<file path="src/sv/idfc_pkg.sv">
// Shared types and constants of the infrared distance filter and converter.
`default_nettype none
package idfc_pkg;

  localparam int unsigned NumThresh  = 8;
  localparam int unsigned ThreshW    = 12;
  localparam int unsigned CfgIdxW    = 3;
  localparam int unsigned SampleW    = 12;
  localparam int unsigned ChanW      = 3;
  localparam int unsigned EntryW     = 5;
  localparam int unsigned DistW      = 8;
  localparam int unsigned PresW      = 8;

  localparam logic [ChanW-1:0] UnusedChA = 3'd3;
  localparam logic [ChanW-1:0] UnusedChB = 3'd7;
  localparam logic [DistW-1:0] StepMm    = 8'd5;
  localparam logic [DistW-1:0] NoWallMm  = 8'd255;

  localparam logic FuncLoad   = 1'b0;
  localparam logic FuncSample = 1'b1;

  typedef enum logic [3:0] {
    S_IDLE,
    S_WRD,
    S_UPD,
    S_CHK,
    S_T0,
    S_SCMP,
    S_DIVI,
    S_FIN
  } state_e;

  typedef enum logic [2:0] {
    DS_NONE,
    DS_ZERO,
    DS_NEAR,
    DS_NOWALL,
    DS_LAST,
    DS_INTERP
  } dist_src_e;

  typedef struct packed {
    logic              accept;
    logic              win_upd;
    logic              filt_load;
    logic [EntryW-1:0] tab_idx;
    logic              save_prev;
    logic              div_start;
    dist_src_e         dist_sel;
    logic              out_load;
  } cmd_t;

  typedef struct packed {
    logic sample_ok;
    logic div_done;
    logic unused;
    logic near;
    logic nowall;
    logic out_free;
  } sts_t;

  function automatic logic [ThreshW-1:0] thresh_reset(input logic [CfgIdxW-1:0] idx);
    logic [ThreshW-1:0] v;
    case (idx)
      3'd0:    v = 12'd300;
      3'd2:    v = 12'd300;
      3'd4:    v = 12'd273;
      3'd6:    v = 12'd300;
      default: v = 12'd0;
    endcase
    return v;
  endfunction

endpackage
`default_nettype wire

</file>
<file path="src/sv/idfc_ctrl.sv">
// Controller: sequences window update, table search, interpolation and output.
`default_nettype none
module idfc_ctrl #(
  parameter int unsigned TABLE_ENTRIES = 20
) (
  input  wire logic          clk_i,
  input  wire logic          rst_ni,
  input  wire logic          in_valid_i,
  output logic               in_ready_o,
  input  wire idfc_pkg::sts_t sts_i,
  output idfc_pkg::cmd_t     cmd_o
);
  localparam int unsigned EW = idfc_pkg::EntryW;

  idfc_pkg::state_e st_q, st_d;
  logic [EW-1:0]    j_q, j_d;

  always_ff @(posedge clk_i or negedge rst_ni) begin
    if (!rst_ni) begin
      st_q <= idfc_pkg::S_IDLE;
      j_q  <= '0;
    end else begin
      st_q <= st_d;
      j_q  <= j_d;
    end
  end

  always_comb begin
    st_d       = st_q;
    j_d        = j_q;
    in_ready_o = 1'b0;
    cmd_o      = '0;
    cmd_o.dist_sel = idfc_pkg::DS_NONE;
    case (st_q)
      idfc_pkg::S_IDLE: begin
        in_ready_o   = 1'b1;
        cmd_o.accept = in_valid_i;
        if (in_valid_i && sts_i.sample_ok) begin
          st_d = idfc_pkg::S_WRD;
        end
      end
      idfc_pkg::S_WRD: begin
        st_d = idfc_pkg::S_UPD;
      end
      idfc_pkg::S_UPD: begin
        cmd_o.win_upd   = 1'b1;
        cmd_o.filt_load = 1'b1;
        st_d = idfc_pkg::S_CHK;
      end
      idfc_pkg::S_CHK: begin
        cmd_o.tab_idx = '0;
        if (sts_i.unused) begin
          cmd_o.dist_sel = idfc_pkg::DS_ZERO;
          st_d = idfc_pkg::S_FIN;
        end else begin
          st_d = idfc_pkg::S_T0;
        end
      end
      idfc_pkg::S_T0: begin
        // Entry 0 is on the read port; entry 1 is fetched meanwhile.
        cmd_o.tab_idx = EW'(1);
        j_d = EW'(1);
        if (sts_i.near) begin
          cmd_o.dist_sel = idfc_pkg::DS_NEAR;
          st_d = idfc_pkg::S_FIN;
        end else if (sts_i.nowall) begin
          cmd_o.dist_sel = idfc_pkg::DS_NOWALL;
          st_d = idfc_pkg::S_FIN;
        end else begin
          cmd_o.save_prev = 1'b1;
          st_d = idfc_pkg::S_SCMP;
        end
      end
      idfc_pkg::S_SCMP: begin
        cmd_o.tab_idx = j_q + 1'b1;
        if (sts_i.near) begin
          cmd_o.div_start = 1'b1;
          st_d = idfc_pkg::S_DIVI;
        end else if (j_q == EW'(TABLE_ENTRIES - 1)) begin
          cmd_o.dist_sel = idfc_pkg::DS_LAST;
          st_d = idfc_pkg::S_FIN;
        end else begin
          cmd_o.save_prev = 1'b1;
          j_d = j_q + 1'b1;
        end
      end
      idfc_pkg::S_DIVI: begin
        cmd_o.tab_idx = j_q;
        if (sts_i.div_done) begin
          cmd_o.dist_sel = idfc_pkg::DS_INTERP;
          st_d = idfc_pkg::S_FIN;
        end
      end
      idfc_pkg::S_FIN: begin
        if (sts_i.out_free) begin
          cmd_o.out_load = 1'b1;
          st_d = idfc_pkg::S_IDLE;
        end
      end
      default: begin
        st_d = idfc_pkg::S_IDLE;
      end
    endcase
  end

  a_done_in_div: assert property (@(posedge clk_i) disable iff (!rst_ni)
    (st_q != idfc_pkg::S_DIVI) |-> !sts_i.div_done)
    else $error("divider finished outside the division state");

  a_j_range: assert property (@(posedge clk_i) disable iff (!rst_ni)
    st_q == idfc_pkg::S_SCMP |-> (j_q >= EW'(1) && j_q <= EW'(TABLE_ENTRIES - 1)))
    else $error("table search index out of range");

  a_out_then_idle: assert property (@(posedge clk_i) disable iff (!rst_ni)
    cmd_o.out_load |=> st_q == idfc_pkg::S_IDLE)
    else $error("result loaded without returning to idle");
endmodule
`default_nettype wire

</file>
<file path="config.mk">
export PLATFORM = sky130hd
export DESIGN_NAME = idfc_ctrl
export DESIGN_NICKNAME = d
export VERILOG_FILES = /design/src/sv/idfc_pkg.sv /design/src/sv/idfc_ctrl.sv
export SDC_FILE = /design/constraint.sdc
export NUM_CORES = 1
export LEC_CHECK = 0
export BUFFER_PORTS_ARGS = -buffer_cell sky130_fd_sc_hd__buf_2
export CAP_MARGIN = 20
export CORE_MARGIN = 2
export CORE_UTILIZATION = 53
export CTS_BUF_LIST = sky130_fd_sc_hd__clkbuf_4 sky130_fd_sc_hd__clkbuf_8 sky130_fd_sc_hd__clkbuf_16
export CTS_CLUSTER_DIAMETER = 60
export DETAILED_ROUTE_END_ITERATION = 6
export MAX_ROUTING_LAYER = met4
export PLACE_DENSITY = 0.84
export SLEW_MARGIN = 10
export SYNTH_ARGS = -nofsm -noshare
export SYNTH_HDL_FRONTEND = slang
export SYNTH_SLANG_ARGS = --single-unit
</file>
<file path="constraint.sdc">
create_clock -name clk_i -period 2.9 [get_ports clk_i]
set_input_delay 0.58 -clock clk_i [delete_from_list [all_inputs] [get_ports clk_i]]
set_output_delay 0.58 -clock clk_i [all_outputs]
set_load 0.005 [all_outputs]
</file>
== Word level (Yosys, flattened, before mapping) ==
Index checks and enable logic that the tools add are counted.

* Flip-flop bits (word level): 9
* Input bits: 9
* Output and inout port bits: 15
* Logic and storage cells: 54

* Add/subtract/negate cells: 1
* Equal/unequal tests: 14
* Mux-type cells: 32
* Reductions and logical operators: 5

{| class="wikitable"
|+ Operators with widths
! kind !! count
|-
| $pmux 4 s8 || 1
|-
| $mux 4 || 6
|-
| $eq 4x3->1 const B || 4
|-
| $pmux 5 s3 || 1
|-
| $pmux 3 s4 || 1
|-
| $mux 1 || 11
|-
| $mux 2 || 5
|-
| $mux 5 || 2
|-
| $ne 2x2->1 const B || 5
|-
| $pmux 5 s2 || 1
|-
| $mux 3 || 3
|-
| $eq 4x2->1 const B || 2
|-
| $add 5x1->5 const B || 1
|-
| $eq 5x5->1 const B || 1
|-
| $eq 4x1->1 const B || 1
|-
| $logic_not 4->1 || 1
|-
| $reduce_and 4->1 || 1
|-
| $ne 3x3->1 const B || 1
|-
| $reduce_and 3->1 || 1
|-
| $pmux 1 s2 || 1
|-
| $reduce_bool 2->1 || 1
|-
| $logic_and 1x1->1 || 1
|}

== Longest topological paths before layout ==
* Depth after elaboration: 4
* Gate-level depth with buffers: 6
* Mapped depth without buffers: 5

== Worst setup path before layout ==
Ideal clock, no wire load.

* Kind: flip-flop to output port
* Start point: register j_q[0]
* End point: output port cmd_o[5] in the netlist's numbering
* Arrival: 1.336 ns
* Required time: 2.320 ns
* Setup slack: 0.984 ns
* Cell stages (with the launch flop): 4
* Buffers on the path: 0
* Path through: dfrtp_1 ha_1 and4bb_4 a2111oi_0

{| class="wikitable"
|+ RTL lines
! what !! line !! text
|-
| start, declared || idfc_ctrl.sv:16 || <nowiki>logic [EW-1:0] j_q, j_d;</nowiki>
|-
| start signal, assigned || idfc_ctrl.sv:24 || <nowiki>j_q <= j_d;</nowiki>
|-
| end, declared || idfc_ctrl.sv:11 || <nowiki>output idfc_pkg::cmd_t cmd_o</nowiki>
|}

==> impl_metrics.json <==
{
  "cp.buffers_inverters": 1,
  "cts_tree": "built",
  "synth_edf_count": 0,
  "fp-row-count": 13,
  "synthDistinctLibCells": 39,
  "firstDrtPassIters": 4,
  "cts_buffer_depth": 2,
  "wl_per_cell_um": 12.82,
  "fin_tns_setup_ns": 0,
  "grt_overflow": 0,
  "fin_area_um2": 859.6,
  "combPwrFrac": 0.579,
  "grt_pass1_wl_mm": 2.946,
  "required_ns": 2.32,
  "drt_iter0_drc": 26,
  "outcome": "finished clean",
  "postRouteAntennaNets": 0,
  "setup_viol": 0,
  "postCtsHoldBufs": 0,
  "synth_top_cell_by_area": "dfrtp_1",
  "cp_data_arrival_time_ns": 1.74,
  "post_dp_cell_area_um2": 837.1,
  "min_period_over_period": 0.7992,
  "p_switching_mw": 0.4458,
  "p_int_mw": 0.4799,
  "grt_max_degree": 20,
  "worst_pin_slew_ns": 0.5189,
  "async_reset_ff_frac": 1.000,
  "post-dp-hpwl_mm": 1.228,
  "hold_violations": 0,
  "slew_violations": 0,
  "viasPerCell": 5.939,
  "synth-seq-cells": 8,
  "grt_use_total": 0.2153,
  "grt_util_met3": 0.02586,
  "crit_family": "flip-flops",
  "cp_cell_sequence": "nand2b_1 > a2111oi_0 > buf_2",
  "vdd_ir_drop_max_v": 0.0005536,
  "die_h_um": 42.44,
  "crit_path_top_delay_cell": "dfrtp_1",
  "fmax_mhz": 431.5,
  "power_density_nw_per_um2": 1077,
  "drive_gt1_frac": 0.2759,
  "sw_frac_of_total": 0.4816,
  "vias": 778,
  "ios": 24,
  "post_cts.repair.setup_buffers": 0,
  "end_kind": "primary output",
  "skew_ns": 0.0008324,
  "critical_path_class": "reg2out",
  "yosys-top-cells-count": "11 x nor2_1, 9 x nand2_1, 8 x dfrtp_1",
  "cts_buffers": 3,
  "wl_mm": 1.680,
  "areaGrowthSynthToFinish_pct": 9.744,
  "drcViolationCount": 0,
  "yosys_warnings": 0,
  "clk_pin_slew_ns": 0.06,
  "antennaDiodeCount": 0,
  "max_slew_margin": 0.6541,
  "syn-instance-count": 99,
  "routabilityCongestion": 0.8420,
  "use_met1": 0.2982,
  "synth_nets": 109,
  "nFillCells": 122,
  "crit_path_start_kind": "register",
  "coreArea_um2": 1334,
  "grt_pass1_vias": 678,
  "power_frac_clock": 0.096,
  "cp_max_fo": 19,
  "yosys-top-cells-area": "dfrtp_1 26%, a22oi_1 5.8%, buf_6 5.8%",
  "synth_most_common_cell": "nor2_1",
  "mappedNetlistArea_um2": 783.3,
  "drv_cap": 0,
  "root_buffer": "clkbuf_4",
  "htree_levels": 1,
  "cts_resized": 0,
  "grtUsageMet2": 0.3231,
  "hp-class": "in2async",
  "seq_area_frac_synth": 0.2556,
  "die_area_um2": 1801,
  "clock_sinks": 8,
  "min_period_ns": 2.318,
  "rsz0062_at_grt": "no",
  "p_seq_frac": 0.325,
  "die_w_um": 42.44,
  "top_usage_layer": "met2",
  "cpPeakStageDelay_ns": 0.57,
  "antenna_found_initial": 0,
  "portBuffers": 23,
  "p_leak_nw": 0.4090,
  "avgSynthCellArea_um2": 7.912,
  "clk_latency_ns": 0.25,
  "ys.flop_type": "dfrtp_1",
  "final_nets": 128,
  "synth_top_area_frac": 0.2556,
  "start_util": 0.5872,
  "hold_ws_ns": 0.1641
}
sequential cells by signal (all words and copies together), names as in the netlist:
signal	flops
st_q	3
j_q	5
layer usage:
| layer | share of wire | up-vias | wire length [µm] |
|---|---|---|---|
| met5 | 0 | - | 0 |
| met3 | 0.046 | 5 | 78 |
| met4 | 0.015 | 0 | 26 |
| li1 | - | 390 | - |
| met1 | 0.49 | 359 | 828 |
| met2 | 0.44 | 24 | 747 |
worst paths after layout:
path,start,end,slack (ns),cells after the start
max reg2reg,j_q[1],st_q[1],1.24,5
min in group clk_i,j_q[1],j_q[1],0.56,2
min,rst_ni,j_q[2],0.16,1
max,st_q[1],cmd_o[5],0.58,3
max in group asynchronous,rst_ni,st_q[2],2.56,1
min reg2reg,j_q[1],j_q[1],0.56,2
layout by cell type (no fill, tap or decap), types with 3 or more instances in the layout:
cell type  Yosys  layout
nor4_1         3       3
o21ai_0        6       6
buf_2          2      23
clkbuf_4       0       3
nand3_1        4       4
a21oi_1        5       5
a22oi_1        6       6
dfrtp_1        8       8
inv_1          4       4
nand2_1        9       9
nor2_1        11      11
layout make-up:
class                      count  area, µm²  share of cell area
tap                           15      18.77             0.02183
timing repair buffer          23      115.1              0.1339
clock buffer                   3      22.52             0.02620
sequential                     8      200.2              0.2329
multi-input combinational     77      484.2              0.5633
inverter                       5      18.77             0.02183
power by group through the flow:
| stage | registers, mW | logic (mW) | clock network (mW) |
|---|---|---|---|
| 4_1_cts | 0.298 | 0.538 | 0.0867 |
| 5_1_grt | 0.318 | 0.612 | 0.0957 |
| 6_report | 0.301 | 0.536 | 0.0885 |
| 3_3_place_gp | 0.294 | 0.522 | 0 |
| 2_1_floorplan | 0.210 | 0.544 | 0 |
| 3_5_place_dp | 0.300 | 0.533 | 0 |
through the flow:
step | cells | utilization | power [mW] | worst slack (ns)
final | 131 | 0.6445 | 0.9257 | 0.5825
after global routing | 131 | 0.6445 | 1.026 | 0.3629
after CTS | 131 | 0.6445 | 0.9222 | 0.5788
after detailed placement | 128 | 0.6276 | 0.8331 | 0.8739
after global placement | 128 | 0.6276 | 0.8160 | 0.9001
after floorplan | 99 | - | 0.7535 | 0.9842
logic make-up (layout without fill, tap and decap cells):
| family | count (synthesis) | in the layout | share of synthesized area |
|---|---|---|---|
| multiplexers | 2 | 2 | 0.03194 |
| adder cells (fa/ha/maj) | 1 | 1 | 0.01597 |
| flip-flops | 8 | 8 | 0.2556 |
| AND/OR/NAND/NOR | 45 | 45 | 0.3163 |
| AO/OA/AOI/OAI | 26 | 26 | 0.2205 |
| buffers and inverters | 14 | 31 | 0.1262 |
| XOR/XNOR | 3 | 3 | 0.03355 |
Note: power is estimated with default switching activity, not from simulation.
